--- src/hdl/tpp_pkg.sv ---
`timescale 1ns / 1ps
`default_nettype none
package tpp_pkg;

  localparam int PWR_W   = 16;
  localparam int CNT_W   = 16;
  localparam int TICK_W  = 19;
  localparam int OVS_W   = 16;
  localparam int PHASE_W = 3;

  // Restoring divider: one quotient bit per step over a 16-bit magnitude.
  localparam int DIV_STEPS = PWR_W;
  localparam int DIV_CNT_W = $clog2(DIV_STEPS);

  localparam logic [CNT_W-1:0] CNT_MAX = '1;

  // APB register map, one 32-bit word per register.
  localparam int APB_DATA_W = 32;
  localparam int APB_ADDR_W = 5;
  localparam int REG_IDX_W  = 3;

  typedef enum logic [REG_IDX_W-1:0] {
    REG_ACCEL_END   = 3'd0,
    REG_DECEL_START = 3'd1,
    REG_TARGET      = 3'd2,
    REG_OVERSHOOT   = 3'd3,
    REG_MAX_POWER   = 3'd4,
    REG_FLOOR_POWER = 3'd5,
    REG_REV_POWER   = 3'd6
  } reg_idx_e;

  typedef enum logic [PHASE_W-1:0] {
    PH_ACCEL   = 3'd0,
    PH_CRUISE  = 3'd1,
    PH_DECEL   = 3'd2,
    PH_HOLD    = 3'd3,
    PH_REVERSE = 3'd4
  } phase_e;

  typedef enum logic [1:0] {
    ST_IDLE,
    ST_SETUP,
    ST_DIV,
    ST_FINISH
  } state_e;

  typedef struct packed {
    logic [TICK_W-1:0]       accel_end;
    logic [TICK_W-1:0]       decel_start;
    logic [TICK_W-1:0]       target;
    logic [OVS_W-1:0]        overshoot;
    logic signed [PWR_W-1:0] max_power;
    logic signed [PWR_W-1:0] floor_power;
    logic signed [PWR_W-1:0] reverse_power;
  } cfg_t;

  typedef struct packed {
    logic capture;
    logic setup;
    logic step;
    logic finish;
  } cmd_t;

  typedef struct packed {
    logic needs_div;
  } stat_t;

endpackage
`default_nettype wire

--- src/hdl/tpp_regs.sv ---
`timescale 1ns / 1ps
`default_nettype none
module tpp_regs
  import tpp_pkg::*;
(
  input  wire logic                  clk_i,
  input  wire logic                  rst_ni,
  input  wire logic                  psel,
  input  wire logic                  penable,
  input  wire logic                  pwrite,
  input  wire logic [APB_ADDR_W-1:0] paddr,
  input  wire logic [APB_DATA_W-1:0] pwdata,
  output logic      [APB_DATA_W-1:0] prdata,
  output logic                       pready,
  output cfg_t                       cfg_o
);

  cfg_t     cfg_q;
  logic     wr_en;
  reg_idx_e idx;

  assign pready = 1'b1;
  assign wr_en  = psel & penable & pwrite;
  assign idx    = reg_idx_e'(paddr[APB_ADDR_W-1:2]);
  assign cfg_o  = cfg_q;

  always_ff @(posedge clk_i or negedge rst_ni) begin
    if (!rst_ni) begin
      cfg_q.accel_end     <= TICK_W'(205);
      cfg_q.decel_start   <= TICK_W'(3479);
      cfg_q.target        <= '0;
      cfg_q.overshoot     <= OVS_W'(150);
      cfg_q.max_power     <= PWR_W'(25600);
      cfg_q.floor_power   <= PWR_W'(2048);
      cfg_q.reverse_power <= -PWR_W'(1280);
    end else if (wr_en) begin
      case (idx)
        REG_ACCEL_END:   cfg_q.accel_end     <= pwdata[TICK_W-1:0];
        REG_DECEL_START: cfg_q.decel_start   <= pwdata[TICK_W-1:0];
        REG_TARGET:      cfg_q.target        <= pwdata[TICK_W-1:0];
        REG_OVERSHOOT:   cfg_q.overshoot     <= pwdata[OVS_W-1:0];
        REG_MAX_POWER:   cfg_q.max_power     <= pwdata[PWR_W-1:0];
        REG_FLOOR_POWER: cfg_q.floor_power   <= pwdata[PWR_W-1:0];
        REG_REV_POWER:   cfg_q.reverse_power <= pwdata[PWR_W-1:0];
        default: ;
      endcase
    end
  end

  always_comb begin
    case (idx)
      REG_ACCEL_END:   prdata = APB_DATA_W'(cfg_q.accel_end);
      REG_DECEL_START: prdata = APB_DATA_W'(cfg_q.decel_start);
      REG_TARGET:      prdata = APB_DATA_W'(cfg_q.target);
      REG_OVERSHOOT:   prdata = APB_DATA_W'(cfg_q.overshoot);
      REG_MAX_POWER:   prdata = APB_DATA_W'(cfg_q.max_power);
      REG_FLOOR_POWER: prdata = APB_DATA_W'(cfg_q.floor_power);
      REG_REV_POWER:   prdata = APB_DATA_W'(cfg_q.reverse_power);
      default:         prdata = '0;
    endcase
  end

endmodule
`default_nettype wire

--- src/hdl/tpp_ctrl.sv ---
`timescale 1ns / 1ps
`default_nettype none
module tpp_ctrl
  import tpp_pkg::*;
(
  input  wire logic  clk_i,
  input  wire logic  rst_ni,
  input  wire logic  in_valid_i,
  output logic       in_ready_o,
  output logic       out_valid_o,
  input  wire logic  out_ready_i,
  input  wire stat_t stat_i,
  output cmd_t       cmd_o
);

  state_e                 state_q, state_d;
  logic [DIV_CNT_W-1:0]   cnt_q, cnt_d;
  logic                   out_valid_q, out_valid_d;
  logic                   last_step;

  assign last_step   = (cnt_q == DIV_CNT_W'(DIV_STEPS - 1));
  assign out_valid_o = out_valid_q;

  always_comb begin
    state_d = state_q;
    case (state_q)
      ST_IDLE:   if (in_valid_i) state_d = ST_SETUP;
      ST_SETUP:  state_d = stat_i.needs_div ? ST_DIV : ST_FINISH;
      ST_DIV:    if (last_step) state_d = ST_FINISH;
      ST_FINISH: if (!out_valid_q || out_ready_i) state_d = ST_IDLE;
      default:   state_d = ST_IDLE;
    endcase
  end

  always_comb begin
    cmd_o       = '0;
    in_ready_o  = 1'b0;
    cnt_d       = cnt_q;
    case (state_q)
      ST_IDLE: begin
        in_ready_o  = 1'b1;
        cmd_o.capture = in_valid_i;
      end
      ST_SETUP: begin
        cmd_o.setup = 1'b1;
        cnt_d       = '0;
      end
      ST_DIV: begin
        cmd_o.step = 1'b1;
        cnt_d      = cnt_q + 1'b1;
      end
      ST_FINISH: begin
        // The result register is loaded only once the previous result is gone.
        cmd_o.finish = !out_valid_q || out_ready_i;
      end
      default: ;
    endcase
    out_valid_d = cmd_o.finish | (out_valid_q & ~out_ready_i);
  end

  always_ff @(posedge clk_i or negedge rst_ni) begin
    if (!rst_ni) begin
      state_q     <= ST_IDLE;
      cnt_q       <= '0;
      out_valid_q <= 1'b0;
    end else begin
      state_q     <= state_d;
      cnt_q       <= cnt_d;
      out_valid_q <= out_valid_d;
    end
  end

endmodule
`default_nettype wire

--- src/hdl/tpp_dp.sv ---
`timescale 1ns / 1ps
`default_nettype none
module tpp_dp
  import tpp_pkg::*;
#(
  parameter int POS_WIDTH = 20
) (
  input  wire logic                        clk_i,
  input  wire logic                        rst_ni,
  input  wire cmd_t                        cmd_i,
  output stat_t                            stat_o,
  input  wire cfg_t                        cfg_i,
  input  wire logic signed [POS_WIDTH-1:0] position_i,
  output logic signed [PWR_W-1:0]          drive_power_o,
  output logic        [PHASE_W-1:0]        phase_o,
  output logic        [CNT_W-1:0]          decel_steps_o
);

  // Compare width covers the position and target plus overshoot with room for
  // the distance between them as a positive number.
  localparam int CMP_W = ((POS_WIDTH > TICK_W + 2) ? POS_WIDTH : TICK_W + 2) + 2;
  localparam int DIV_W = CMP_W - 1;

  logic signed [POS_WIDTH-1:0] pos_q;
  phase_e                      phase_q, phase_d, out_phase_q;
  logic                        neg_q;
  logic [DIV_W-1:0]            div_q, rem_q;
  logic [PWR_W-1:0]            quo_q;
  logic signed [PWR_W-1:0]     power_q;
  logic [CNT_W-1:0]            cnt_q;

  logic signed [CMP_W-1:0]     pos_s, aend_s, dstart_s, tgt_s, stop_s;
  logic signed [CMP_W-1:0]     distance;
  logic signed [PWR_W-1:0]     goal;
  logic signed [PWR_W:0]       diff;
  logic [PWR_W:0]              diff_mag;
  logic [DIV_W:0]              trial;
  logic [DIV_W:0]              trial_sub;
  logic signed [PWR_W:0]       quo_s;
  logic signed [PWR_W:0]       approach;

  assign pos_s    = CMP_W'(pos_q);
  assign aend_s   = signed'(CMP_W'(cfg_i.accel_end));
  assign dstart_s = signed'(CMP_W'(cfg_i.decel_start));
  assign tgt_s    = signed'(CMP_W'(cfg_i.target));
  assign stop_s   = signed'(CMP_W'(cfg_i.target) + CMP_W'(cfg_i.overshoot));

  always_comb begin
    if (pos_s < aend_s) begin
      phase_d = PH_ACCEL;
    end else if (pos_s < dstart_s) begin
      phase_d = PH_CRUISE;
    end else if (pos_s < tgt_s) begin
      phase_d = PH_DECEL;
    end else if (pos_s >= stop_s) begin
      phase_d = PH_REVERSE;
    end else begin
      phase_d = PH_HOLD;
    end
  end

  assign stat_o.needs_div = (phase_d == PH_ACCEL) || (phase_d == PH_DECEL);

  assign distance = (phase_d == PH_ACCEL) ? (aend_s - pos_s) : (stop_s - pos_s);
  assign goal     = (phase_d == PH_ACCEL) ? cfg_i.max_power : cfg_i.floor_power;
  assign diff     = (PWR_W + 1)'(goal) - (PWR_W + 1)'(power_q);
  assign diff_mag = diff[PWR_W] ? unsigned'(-diff) : unsigned'(diff);

  // One restoring step: shift the next dividend bit into the remainder.
  assign trial     = {rem_q, quo_q[PWR_W-1]};
  assign trial_sub = trial - {1'b0, div_q};

  assign quo_s    = neg_q ? -signed'({1'b0, quo_q}) : signed'({1'b0, quo_q});
  assign approach = (PWR_W + 1)'(power_q) + quo_s;

  always_ff @(posedge clk_i) begin
    if (cmd_i.capture) begin
      pos_q <= position_i;
    end
    if (cmd_i.setup) begin
      phase_q <= phase_d;
      neg_q   <= diff[PWR_W];
      div_q   <= distance[DIV_W-1:0];
      rem_q   <= '0;
      quo_q   <= diff_mag[PWR_W-1:0];
    end else if (cmd_i.step) begin
      if (!trial_sub[DIV_W]) begin
        rem_q <= trial_sub[DIV_W-1:0];
        quo_q <= {quo_q[PWR_W-2:0], 1'b1};
      end else begin
        rem_q <= trial[DIV_W-1:0];
        quo_q <= {quo_q[PWR_W-2:0], 1'b0};
      end
    end
  end

  // Power and the decel count double as the result register; they change only
  // when a result is loaded for output.
  always_ff @(posedge clk_i or negedge rst_ni) begin
    if (!rst_ni) begin
      power_q     <= '0;
      cnt_q       <= '0;
      out_phase_q <= PH_ACCEL;
    end else if (cmd_i.finish) begin
      out_phase_q <= phase_q;
      case (phase_q)
        PH_ACCEL:   power_q <= approach[PWR_W-1:0];
        PH_CRUISE:  power_q <= cfg_i.max_power;
        PH_DECEL: begin
          power_q <= approach[PWR_W-1:0];
          if (cnt_q != CNT_MAX) begin
            cnt_q <= cnt_q + 1'b1;
          end
        end
        PH_REVERSE: power_q <= cfg_i.reverse_power;
        default:    ;
      endcase
    end
  end

  assign drive_power_o = power_q;
  assign phase_o       = out_phase_q;
  assign decel_steps_o = cnt_q;

endmodule
`default_nettype wire

--- src/hdl/trapezoidal_power_profile.sv ---
`timescale 1ns / 1ps
`default_nettype none
// Accel and decel samples pass through a 16-step restoring divider; cruise, hold
// and reverse samples skip it and go straight from setup to finish.
// A new sample is taken only once the current one has reached the result register.
// A waiting result does not block the next input transfer.
// Reset is asynchronous and active low: power, decel count, control state and config
// registers return to their documented defaults; datapath work registers are not reset.
module trapezoidal_power_profile
  import tpp_pkg::*;
#(
  parameter int POS_WIDTH = 20
) (
  input  wire logic                        clk_i,
  input  wire logic                        rst_ni,
  input  wire logic                        psel,
  input  wire logic                        penable,
  input  wire logic                        pwrite,
  input  wire logic [APB_ADDR_W-1:0]       paddr,
  input  wire logic [APB_DATA_W-1:0]       pwdata,
  output logic      [APB_DATA_W-1:0]       prdata,
  output logic                             pready,
  input  wire logic                        in_valid_i,
  output logic                             in_ready_o,
  input  wire logic signed [POS_WIDTH-1:0] position_i,
  output logic                             out_valid_o,
  input  wire logic                        out_ready_i,
  output logic signed [PWR_W-1:0]          drive_power_o,
  output logic        [PHASE_W-1:0]        phase_o,
  output logic        [CNT_W-1:0]          decel_steps_o
);

  cfg_t  cfg;
  cmd_t  cmd;
  stat_t stat;

  tpp_regs u_regs (
    .clk_i   (clk_i),
    .rst_ni  (rst_ni),
    .psel    (psel),
    .penable (penable),
    .pwrite  (pwrite),
    .paddr   (paddr),
    .pwdata  (pwdata),
    .prdata  (prdata),
    .pready  (pready),
    .cfg_o   (cfg)
  );

  tpp_ctrl u_ctrl (
    .clk_i       (clk_i),
    .rst_ni      (rst_ni),
    .in_valid_i  (in_valid_i),
    .in_ready_o  (in_ready_o),
    .out_valid_o (out_valid_o),
    .out_ready_i (out_ready_i),
    .stat_i      (stat),
    .cmd_o       (cmd)
  );

  tpp_dp #(
    .POS_WIDTH (POS_WIDTH)
  ) u_dp (
    .clk_i         (clk_i),
    .rst_ni        (rst_ni),
    .cmd_i         (cmd),
    .stat_o        (stat),
    .cfg_i         (cfg),
    .position_i    (position_i),
    .drive_power_o (drive_power_o),
    .phase_o       (phase_o),
    .decel_steps_o (decel_steps_o)
  );

endmodule
`default_nettype wire

--- config.mk ---
export PLATFORM = sky130hd
export DESIGN_NAME = trapezoidal_power_profile
export DESIGN_NICKNAME = d
export VERILOG_FILES = /design/src/hdl/tpp_pkg.sv /design/src/hdl/tpp_regs.sv /design/src/hdl/tpp_ctrl.sv /design/src/hdl/tpp_dp.sv /design/src/hdl/trapezoidal_power_profile.sv
export SDC_FILE = /design/constraint.sdc
export NUM_CORES = 1
export LEC_CHECK = 0
export ABC_AREA = 1
export BUFFER_PORTS_ARGS = -buffer_cell sky130_fd_sc_hd__buf_4
export CAP_MARGIN = 20
export CORE_MARGIN = 4
export CORE_UTILIZATION = 55
export DETAILED_ROUTE_END_ITERATION = 16
export GPL_TIMING_DRIVEN = 0
export PLACE_DENSITY = 0.74
export RECOVER_POWER = 25
export SLEW_MARGIN = 20
export SYNTH_ARGS = -nofsm -noshare
export SYNTH_HDL_FRONTEND = slang
export SYNTH_SLANG_ARGS = --single-unit
--- constraint.sdc ---
create_clock -name clk_i -period 5.8 [get_ports clk_i]
set_input_delay 0.58 -clock clk_i [delete_from_list [all_inputs] [get_ports clk_i]]
set_output_delay 0.58 -clock clk_i [all_outputs]
set_load 0.1 [all_outputs]
# Word-level counts from Yosys, hierarchy flattened
# Index checks and enable logic that the tools add are counted.
# word_totals
register_bits	247
inputBits	64
# classes
add_sub_neg	10
order_cmp	4
eq_ne	18
mux	25
bitwise_logic	5
reduce_logical	21
# op_table
operator	count
one-hot mux 32 bit (7 select lines)	1
2-to-1 mux 16 bit	5
less-than comparator 20 bit	3
one-hot mux 16 bit (3 select lines)	1
2-to-1 mux 22 bit	2
negation 16 bit	2
subtractor 23 x 22 -> 23 bit	1
subtractor 21 x 20 -> 22 bit	1
>= comparator 20 x 21 -> 1 bit	1
subtractor 20 x 20 -> 21 bit	1
adder 19 x 16 -> 20 bit	1
subtractor 16 x 16 -> 17 bit	1
adder 16 x 1 -> 16 bit, second input constant	1
adder 16 bit	1
!= test 16 bit, second input constant	1
AND reduction 2 bit	8
equality test 3 x 2 -> 1 bit, second input constant	4
equality test 3 bit, second input constant	4
2-to-1 mux 3 bit	4
logical NOT 3 bit	3
one-hot mux 2 bit (4 select lines)	1
one-hot mux 4 bit (2 select lines)	1
2-to-1 mux 1 bit	7
equality test 3 x 1 -> 1 bit, second input constant	2
17 further kinds	26

# Logic depth before layout (Yosys ltp)
# Gate-level depths: netlist of run 1.
# depth
ltp_word	12
depth_mapped	32
mapped_depth_nobuf	29

# Cells and area by module
# A second synthesis of run 1 with hierarchy kept.
# hier_totals
cells_unflattened	2722
hier_area_um2	19501.2
# modules_own_cells
module	instances	cells_each	area_per_inst_um2	seq_area_each_um2
tpp_dp	1	1861	12883.6	3178.0
tpp_regs	1	804	6149.6	3062.9
tpp_ctrl	1	57	467.9	175.2

# Least setup slack after synthesis of run 1
# OpenSTA, ideal clock, no wires.
# synth_timing
kind	register -> register
start	register u_regs.cfg_q (netlist bit u_regs.cfg_o[104])
end	register u_dp.quo_q[14], data pin
arrival_time_ps	3627
t_required_ps	5547
slack_ps	1920
stages_incl_launch_ff	26
synth_period_minus_slack_ps	3880
path_cell_list	dfstp_2 ha_1 a21oi_1 o21ai_2 nand3_1 nand2_1 nand4_1 o2111ai_1 nand2_1 buf_2 buf_2 o21ai_0 ha_1 fa_1 ha_1 inv_1 nor2_1 nand2_1 nor3_1 nand3_1 nand2_1 nand2_1 nand2_1 nand2_1 nand2_1 nand2_1
# synth_via
elab_chain_len	8
# synth_rtl
item	line_no	rtl
start, declared	tpp_regs.sv:18	cfg_t cfg_q;
less-than comparator 20 bit (*)	tpp_dp.sv:49	if (pos_s < aend_s) begin
2-to-1 mux 3 bit (*)	tpp_dp.sv:49	
logical NOT 3 bit (*)	tpp_dp.sv:65	assign goal = (phase_d == PH_ACCEL) ? cfg_i.max_power : cfg_i.floor_power;
2-to-1 mux 16 bit (*)	tpp_dp.sv:65	
subtractor 16 x 16 -> 17 bit (*)	tpp_dp.sv:66	assign diff = (PWR_W + 1)'(goal) - (PWR_W + 1)'(power_q);
negation 16 bit	tpp_dp.sv:67	assign diff_mag = diff[PWR_W] ? unsigned'(-diff) : unsigned'(diff);
2-to-1 mux 16 bit (*)	tpp_dp.sv:67	
2-to-1 mux 16 bit (*)	tpp_dp.sv:80	if (cmd_i.setup) begin
end signal, assigned	tpp_dp.sv:85	quo_q <= diff_mag[PWR_W-1:0];
end signal, assigned	tpp_dp.sv:89	quo_q <= {quo_q[PWR_W-2:0], 1'b1};
end signal, assigned	tpp_dp.sv:92	quo_q <= {quo_q[PWR_W-2:0], 1'b0};
end, declared	tpp_dp.sv:28	logic [PWR_W-1:0] quo_q;
# Mark *: on every way between the ends. The rest lies on a longest branch, timed or not.
# A chain may end at the register's enable or synchronous reset.

# Worst setup path after layout of run 1
# layout_timing
start	register u_dp.pos_q[2]
end	register u_dp.quo_q[6], data pin
# layout_via
elab_chain_len	11
word_cells_on_any_way	14
classes_between	2 x add/sub; 4 x order compare; 7 x mux; 1 x reduce/logical
# layout_rtl
item	line_no	rtl
start, declared	tpp_dp.sv:24	logic signed [POS_WIDTH-1:0] pos_q;
start signal, assigned	tpp_dp.sv:78	pos_q <= position_i;
>= comparator 20 x 21 -> 1 bit	tpp_dp.sv:55	end else if (pos_s >= stop_s) begin
2-to-1 mux 3 bit	tpp_dp.sv:55	
2-to-1 mux 3 bit	tpp_dp.sv:53	end else if (pos_s < tgt_s) begin
2-to-1 mux 3 bit	tpp_dp.sv:51	end else if (pos_s < dstart_s) begin
2-to-1 mux 3 bit (*)	tpp_dp.sv:49	
logical NOT 3 bit (*)	tpp_dp.sv:65	
2-to-1 mux 16 bit (*)	tpp_dp.sv:65	
subtractor 16 x 16 -> 17 bit (*)	tpp_dp.sv:66	
negation 16 bit	tpp_dp.sv:67	
2-to-1 mux 16 bit (*)	tpp_dp.sv:67	
2-to-1 mux 16 bit (*)	tpp_dp.sv:80	
# Marks and branches as above.

==> results.rst, run 1 <==
.. list-table::
   :header-rows: 1

   * - Metric
     - Value
   * - Placed cell area
     - approximately 20,000 sq um
   * - Result of the run
     - complete, but fails checks
   * - Total clock buffers created by CTS
     - 28
   * - Slew of the pin with the lowest slew margin
     - approximately 5.0 ns
   * - RSZ-0062 raised after global routing
     - no
   * - Hold/Removal Path Class
     - primary input to register
   * - Final-stage net count
     - around 2,800
   * - Unique cell type count in the Yosys netlist
     - 63
   * - WP data arrival
     - 5.27 ns
   * - Cells taking the most area after synthesis
     - dfrtp_1, nand2_1, ha_1
   * - Worst Path Required
     - 6.11 ns
   * - Number of global-route vias before repair
     - 17,070
   * - Effective utilization at floorplan
     - 56.25%
   * - GR Util All Layers
     - between 30 and 40%
   * - Crit-path most repeated cell
     - nand2_1
   * - Clock latency on the worst-skew pair
     - a little under 0.6 ns
   * - Worst-path clk slew
     - around 0.07 ns
   * - Number of rows in the core area
     - 66
   * - Final setup violation count
     - 0
   * - Die H
     - around 190 um
   * - Count of final max-slew check failures
     - 85
   * - Violations in the final reports
     - max-capacitance violations, max-slew violations
   * - Placeable Area
     - approximately 33,000 sq um
   * - Netlist area before placement
     - about 18,000 sq um
   * - Count of mapped cells out of synthesis
     - roughly 2,500
   * - Resized cells post-CTS
     - 0
   * - Kind of launch point of the worst setup path
     - register
   * - Most frequent standard cell in the layout excluding fill and tap cells
     - nand2_1
   * - Number of I/O port buffers
     - between 100 and 150
   * - Seq/Total Area, Yosys
     - between 30% and 40%
   * - Fill cell count
     - between 3,000 and 4,000
   * - Hold Buf Count CTS
     - 0
   * - Total wire length
     - ~60 mm
   * - Total congestion overflow
     - 0
   * - Kind of end point of the critical path
     - register
   * - Syn_nets
     - between 2,000 and 3,000
   * - Max-cap violations
     - 1
   * - Routed length per placed instance
     - 19.56 um
   * - Half-perimeter wire length of the detailed placement result
     - 47.36 mm
   * - Cell with the largest stage delay on the worst path
     - o21ai_0
   * - Fin crit share
     - 85.52%
   * - Vias post-DR
     - 17,770
   * - H-tree depth reported by CTS
     - 1
   * - Top library cells by usage in the layout, fill and taps aside
     - nand2_1, inv_1, o21ai_0
   * - Clock root buffer
     - clkbuf_16
   * - Total Negative Setup Slacks
     - 0 ns
   * - Worst relative slew slack
     - -233.3%
   * - Layout cell share with drive strength beyond 1
     - a little under an eighth
   * - Largest fanout on the critical path
     - 10
   * - Initial antenna violation count
     - 0
   * - TritonRoute pass-1 iters
     - 6
   * - Minimum clock period after layout
     - ~5 ns
   * - # DRC
     - 0
   * - Maximum achievable frequency
     - about 0.20 GHz
   * - Reported leakage power
     - 10.19 nW
   * - Cell Pwr Density
     - around 580 nW/um^2
   * - Antenna diode instance count
     - 0
   * - Antenna viol nets, final
     - 0
   * - Average cell area after synthesis
     - roughly 7.5 sq um
   * - Number of buffers added for setup after CTS
     - 0
   * - Count of endpoints failing hold in the final timing report
     - 0
   * - Worst stage delay on the critical path
     - approximately 0.54 ns
   * - Flip-flop and latch count after synthesis
     - around 250
   * - Number of top-level design ports
     - approximately 130
   * - Yosys warns
     - 0
   * - TritonCTS clock tree
     - done
   * - Final weighted congestion in routability-driven placement
     - between 0.9 and 1
   * - Global-route wire length before repair
     - between 90 and 100 mm
   * - Peak VDD IR
     - ~0.35 mV
   * - Synthesis-to-layout area growth
     - 13.37%
   * - Number of vias per cell
     - 5.765
   * - Finished Cell Area
     - around 21,000 sq um
   * - Maximum count of clock buffers along a single path
     - 3
   * - Largest net degree at the start of global routing
     - 86
   * - Worst Skew
     - ~0.034 ns
   * - Die Wd
     - between 150 and 200 um
   * - DRC marker count from the first detailed-route iteration
     - between 1,500 and 2,000
   * - Yosys top cell area share
     - 18.27%
   * - Cell taking the most area after synthesis
     - dfrtp_1
   * - Critical path class
     - register to register
   * - Clock Sinks
     - approximately 250
   * - Die area
     - between 30,000 and 40,000 sq um
layout make-up:
type / instances / area, sq um / share of cell area [%]
sequential: 247 / 6416 / 30.61
clock inverter: 22 / 292.8 / 1.397
clock buffer: 30 / 728.2 / 3.475
buffer: 79 / 424.2 / 2.024
inverter: 358 / 1345 / 6.418
multi-input combinational: 1787 / 10300 / 49.16
timing repair buffer: 118 / 894.6 / 4.269
tap: 442 / 553.0 / 2.639
synth_stat cells, drive strengths merged:
| library cell | instances |
|---|---|
| xnor2 | 41 |
| nor2 | 157 |
| o21bai | 4 |
| o21ai | 240 |
| o221ai | 4 |
| dfxtp | 22 |
| a211oi | 6 |
| inv | 357 |
| o221a | 1 |
| o22ai | 30 |
| o31ai | 3 |
| and2 | 2 |
| dfstp | 28 |
| clkbuf | 34 |
| nand4 | 28 |
| nand3 | 117 |
| ha | 153 |
| o211ai | 8 |
| a221oi | 23 |
| nor3 | 32 |
| xor2 | 63 |
| a21oi | 192 |
| mux2i | 1 |
| buf | 45 |
| o22a | 1 |
| nand2 | 590 |
| or2 | 5 |
| o21a | 8 |
| a2111o | 3 |
| a21o | 6 |
| dfrtp | 135 |
| clkinv | 1 |
| o2111ai | 4 |
| a21boi | 7 |
| fa | 6 |
| a31o | 2 |
| a22oi | 11 |
| nor4 | 1 |
| conb | 1 |
| nand3b | 29 |
| edfxtp | 62 |
| a31oi | 8 |
sequential cells by signal, summed over array words and instances (netlist names):
name                cells
u_regs.cfg_o          121
u_dp.div_q             22
u_dp.rem_q             22
u_dp.pos_q             20
u_dp.decel_steps_o     16
u_dp.drive_power_o     16
u_dp.quo_q             16
u_ctrl.cnt_q            4
u_dp.phase_o            3
u_dp.phase_q            3
u_ctrl.state_q          2
u_ctrl.out_valid_o      1
u_dp.neg_q              1
metal layers:
metal	global-route usage [%]	wire (um)	up-vias
met1	45.06	26080	8316
met4	12.98	2993	0
met2	51.49	26460	775
met5	0	0	-
li1	-	-	8524
met3	5.205	4773	157
where the power goes:
part / total (W) / leakage, nW / switching, W / internal [W]
Sequential: 0.00284 / 2.69 / 0.000418 / 0.00242
Clock: 0.00197 / 0.478 / 0.000788 / 0.00118
Combinational: 0.00745 / 7.02 / 0.00512 / 0.00233
Total: 0.0123 / 10.2 / 0.00633 / 0.00593
metrics by stage:
step,power [W],util (%),std cells,hold WS [ns],worst slack (ns)
finish,0.01226,63.77,3083,0.1943,0.8401
global route,0.01314,63.77,3083,0.1886,0.4159
detailed placement,0.01012,60.72,3031,0.4751,1.028
global placement,0.01000,60.60,3030,0.4691,1.092
CTS,0.01213,63.82,3083,0.02820,0.9459
floorplan,0.008221,-,2471,0.2844,1.920
critical path: cells and delay by family (launching register included):
family | cells | cell delay [ns]
adder cells (fa/ha/maj) | 2 | 0.71
flip-flops | 1 | 0.46
AND/OR/NAND/NOR | 15 | 1.41
XOR/XNOR | 1 | 0.22
AO/OA/AOI/OAI | 4 | 0.91
buffers and inverters | 6 | 0.95
final timing paths:
| kind | from | to | slack, ns | cells after the start |
|---|---|---|---|---|
| min in group asynchronous | rst_ni | u_regs.cfg_o[38] | 1.77 | 1 |
| worst min-delay path | position_i[14] | u_dp.pos_q[14] | 0.19 | 1 |
| worst max register to register | u_dp.pos_q[2] | u_dp.quo_q[6] | 0.84 | 28 |
| worst max-delay path | u_dp.pos_q[2] | u_dp.quo_q[6] | 0.84 | 28 |
| max in group asynchronous | rst_ni | u_ctrl.cnt_q[0] | 1.16 | 1 |
| worst min register to register | u_dp.rem_q[9] | u_dp.rem_q[9] | 0.48 | 2 |
logic make-up after synthesis:
family / synth area share [%]
xor gates and xnor gates: 4.968
adders and majority gates: 11.01
AOI/OAI and AO/OA: 17.28
and+or+nand+nor: 22.40
muxes: 0.05415
buffers and inverters: 9.570
DFF: 34.71
other: 0.02029
(Power assumes the default switching activity.)
==> run 2: changes to the inputs <==
ABC_AREA = not set   (was 1)
CTS_BUF_LIST = sky130_fd_sc_hd__clkbuf_4   (was not set)
==> run 2 against run 1 <==
The flow still finishes with violations (max-capacitance violations, max-slew violations). Die area shrank 4.3%. Final cell count shrank 17%. Sequential cell count is the same. Synthesized cell count shrank 24%. Via count shrank 12%. Critical path type unchanged. Critical path depth shrank 5. First-iteration DRC count shrank 20%. Total power grew 6.4%. Global-route usage shrank 3.0 points. Design area shrank 2.0%. Sequential share of layout area grew 0.63 points.
==> results.rst, run 2 <==
.. list-table::
   :header-rows: 1

   * - Metric
     - Value
   * - Number of I/O port buffers
     - 116 (-0.85%)
   * - Routed length per placed instance
     - 21.01 um (+7.4%)
   * - Non-filler instance count after layout
     - 2,557 (-17%)
   * - Total clock buffers created by CTS
     - 71 (+150%)
   * - Final-stage net count
     - 2,319 (-18%)
   * - DRC marker count from the first detailed-route iteration
     - 1,351 (-20%)
   * - Total Negative Setup Slacks
     - 0 ns (unchanged)
   * - WP data arrival
     - 6.18 ns (+0.91 ns)
   * - Yosys top cell area share
     - 19.13% (+0.86 points)
   * - Largest fanout on the critical path
     - 6 (-4)
   * - Antenna viol nets, final
     - 0 (unchanged)
   * - Placeable Area
     - 31,640 sq um (-3.7%)
   * - Layout cell share with drive strength beyond 1
     - 22.84% (+11 points)
   * - Cell total after placement
     - 2,399 (-21%)
   * - Hold/Removal Path Class
     - primary input to register
   * - Clock Sinks
     - 247 (unchanged)
   * - Average cell area after synthesis
     - 9.398 sq um (+26%)
   * - TritonRoute pass-1 iters
     - 6 (unchanged)
   * - Final weighted congestion in routability-driven placement
     - 0.9563 (-2.6%)
   * - Worst Path Required
     - 6.29 ns (+0.18 ns)
   * - Effective utilization at floorplan
     - 55.82% (-0.43 points)
   * - Initial antenna violation count
     - 1 (+1)
   * - Critical path class
     - register to register
   * - Global routing met1 resource utilization
     - 39.14% (-5.9 points)
   * - Post-layout power
     - 0.01304 W (+6.4%)
   * - Number of global-route vias before repair
     - 15,180 (-11%)
   * - Fraction of registers with async set or reset after synthesis
     - 65.99% (unchanged)
   * - Flip-flop and latch count after synthesis
     - 247 (unchanged)
   * - Synthesis-to-layout area growth
     - 16.29%
   * - Violations in the final reports
     - max-capacitance violations, max-slew violations
   * - Cell Pwr Density
     - 635.0 nW/um^2 (+8.6%)
   * - Result of the run
     - complete, but fails checks
   * - Final setup slack of the worst path
     - 0.1191 ns (-0.7210 ns)
   * - Multiplexer share of the synthesized area
     - 10.26% (+10 points)
   * - Cells taking the most area after synthesis
     - dfrtp_1, ha_1, edfxtp_1
   * - Most frequent standard cell in the layout excluding fill and tap cells
     - nor2_1
   * - Post-synth top cells
     - nor2_1, ha_1, inv_1
   * - Area fraction in compound gates after synthesis
     - 17.32% (+0.044 points)
   * - Number of rows in the core area
     - 65 (-1.5%)
   * - Number of top-level design ports
     - 134 (unchanged)
   * - Final setup violation count
     - 0 (unchanged)
   * - Clock latency on the worst-skew pair
     - 0.75 ns (+0.17 ns)
   * - Die H
     - 187.2 um (-2.2%)
   * - Total wire length
     - 53.73 mm (-11%)
   * - Total congestion overflow
     - 0 (unchanged)
   * - GR Util All Layers
     - 29.60% (-3.0 points)
   * - Count of mapped cells out of synthesis
     - 1,879 (-24%)
   * - Max-cap violations
     - 2 (+1)
   * - Kind of end point of the critical path
     - register
   * - Largest register FFs
     - 121 (unchanged)
   * - Clock root buffer
     - clkbuf_4
   * - Worst relative slew slack
     - -45.82% (+190 points)
   * - Vias post-DR
     - 15,560 (-12%)
   * - Die area
     - 35,040 sq um (-4.3%)
   * - Primary flip-flop cell chosen by synthesis mapping
     - dfrtp_1
   * - H-tree depth reported by CTS
     - 3 (+2)
   * - Fin crit share
     - 97.95% (+12 points)
   * - Largest net degree at the start of global routing
     - 86 (unchanged)
   * - Kind of launch point of the worst setup path
     - register
   * - Worst slack on hold paths
     - 0.06947 ns (-0.1249 ns)
   * - Count of final max-slew check failures
     - 150 (+76%)
   * - Maximum count of clock buffers along a single path
     - 3 (unchanged)
   * - Met3 demand-to-capacity share in global routing
     - 6.756% (+1.6 points)
   * - Reported leakage power
     - 9.281 nW (-8.9%)
   * - Netlist area before placement
     - 17,660 sq um (-4.5%)
   * - TritonCTS clock tree
     - done
   * - Top library cells by usage in the layout, fill and taps aside
     - nor2_1, inv_1, ha_1
   * - Cell taking the most area after synthesis
     - dfrtp_1
   * - Crit path cell chain
     - ha_4 > a21oi_2 > nor2b_1 > o31ai_2 > a21boi_2 > o31ai_4 > a211oi_2 > o21ai_1 > a32o_2 > buf_8 > clkbuf_4 > mux2_1 > ha_4 > o21a_1 > o21ai_1 > a21oi_2 > or4_1 > o211ai_1 > nor2_1 > buf_4 > a21oi_1 > xor2_1 > mux2_2
   * - Slew of the pin with the lowest slew margin
     - 2.187 ns (-2.812 ns)
   * - Worst-path clk slew
     - 0.07 ns (about the same)
   * - Die Wd
     - 187.2 um (-2.2%)
   * - # DRC
     - 0 (unchanged)
   * - Unique cell type count in the Yosys netlist
     - 92 (+46%)
   * - Peak VDD IR
     - 0.3094 mV (-12%)
   * - Worst stage delay on the critical path
     - 0.61 ns (+0.07 ns)
   * - Seq/Total Area, Yosys
     - 36.33% (+1.6 points)
   * - Global-route wire length before repair
     - 82.52 mm (-12%)
   * - Largest family of logic cells by synthesized area
     - compound AO/OA/AOI/OAI gates
   * - Fill cell count
     - 2,615 (-14%)
   * - Yosys warns
     - 0 (unchanged)
   * - Number of vias per cell
     - 6.084 (+5.6%)
   * - Pre-CTS setup slack
     - -0.7977 ns (-1.826 ns)
   * - Count of endpoints failing hold in the final timing report
     - 0 (unchanged)
   * - Syn_nets
     - 2,102 (-22%)
   * - Cell with the largest stage delay on the worst path
     - dfstp_2
   * - Most frequent cell after synthesis
     - nor2_1
   * - Xor-xnor portion of the synthesized cell area
     - 6.107% (+1.1 points)
   * - Number of synthesized flops with an enable pin
     - 62 (unchanged)
   * - Maximum achievable frequency
     - 0.1760 GHz (-13%)
   * - Met2 Resource Use GR
     - 47.30% (-4.2 points)
   * - Minimum clock period after layout
     - 5.681 ns (+0.7210 ns)
   * - GRT busiest layer
     - met2
   * - Area share of fa/ha/maj cells after synthesis
     - 11.58% (+0.57 points)
   * - Worst Skew
     - 0.08440 ns (+0.05000 ns)
   * - Half-perimeter wire length of the detailed placement result
     - 40.38 mm (-15%)
   * - Post-synthesis share of cell area spent on and, or, nand and nor gates
     - 13.19% (-9.2 points)
==> run 2: changes by cell type in the layout (fill, tap and decap cells not counted), moves of 75 or more <==
cell	delta
a21oi_1	-75
clkbuf_4	+112
inv_1	-198
mux2_2	+97
nand2_1	-435
nand3_1	-84
==> run 2: cell families (layout without fill, tap and decap cells) <==
group	count (synthesis)	in the layout
and+or+nand+nor	494	494
AOI/OAI and AO/OA	481	481
DFF	247	247
buffers and inverters	220	495
adders and majority gates	160	160
muxes	155	155
xor gates and xnor gates	121	121
other	1	2
==> run 2: routing by layer <==
metal  wire length [um]  part of all wire [%]
met1              22350                    42
met3               4619                   8.6
met5                  0                     0
met4               2295                   4.3
met2              24470                    46
==> run 2: what timing repair did <==
action / in CTS / in global routing
pin swaps: 3 / 19
resized for setup: 15 / 53
cloned: 0 / 0
endpoints found under the hold margin: 29 / 3
hold buffers: 1 / 3
buffers inserted: 5 / 17
endpoints found under the setup margin: 16 / 15
==> run 2: report_power, final <==
part           total (W)  internal (W)  switching [W]
Sequential       0.00299       0.00248       0.000517
Combinational    0.00831       0.00322        0.00509
Clock            0.00174      0.000913       0.000824
Total             0.0130       0.00660        0.00644
==> run 2: layout make-up <==
| type | count | area (sq um) | share of cell area, % |
|---|---|---|---|
| clock buffer | 109 | 818.3 | 3.985 |
| antenna | 1 | 2.502 | 0.01219 |
| sequential | 247 | 6416 | 31.24 |
| buffer | 73 | 396.6 | 1.931 |
| inverter | 147 | 551.8 | 2.687 |
| tap | 402 | 503.0 | 2.449 |
| clock inverter | 22 | 140.1 | 0.6824 |
| multi-input combinational | 1412 | 10630 | 51.74 |
| timing repair buffer | 144 | 1082 | 5.270 |
==> run 2: worst paths after layout <==
| check | from | end | slack [ns] | cells after the start |
|---|---|---|---|---|
| worst max-delay path | u_regs.cfg_o[105] | u_dp.quo_q[10] | 0.12 | 23 |
| worst min-delay path | position_i[15] | u_dp.pos_q[15] | 0.07 | 1 |
| worst max register to register | u_regs.cfg_o[105] | u_dp.quo_q[10] | 0.12 | 23 |
| worst min register to register | u_dp.decel_steps_o[11] | u_dp.decel_steps_o[11] | 0.49 | 1 |
| max in group asynchronous | rst_ni | u_ctrl.cnt_q[3] | 1.26 | 4 |
| min in group asynchronous | rst_ni | u_dp.decel_steps_o[13] | 0.57 | 2 |
==> run 2: metrics by stage <==
step                util [%]  instance area (sq um)
floorplan                  -                  17660
global placement       60.16                  19030
detailed placement     60.37                  19100
CTS                    63.80                  20180
global route           64.91                  20540
finish                 64.91                  20540
==> run 2: critical path, delay by kind of cell, from the launching register on <==
kind            cells  cell delay, ns
fa+ha+maj           2            0.52
mux                 2            0.69
buf+inv             3            0.53
compound gates     12            2.32
xor+xnor            1            0.09
flops               1            0.61
simple gates        3            0.67
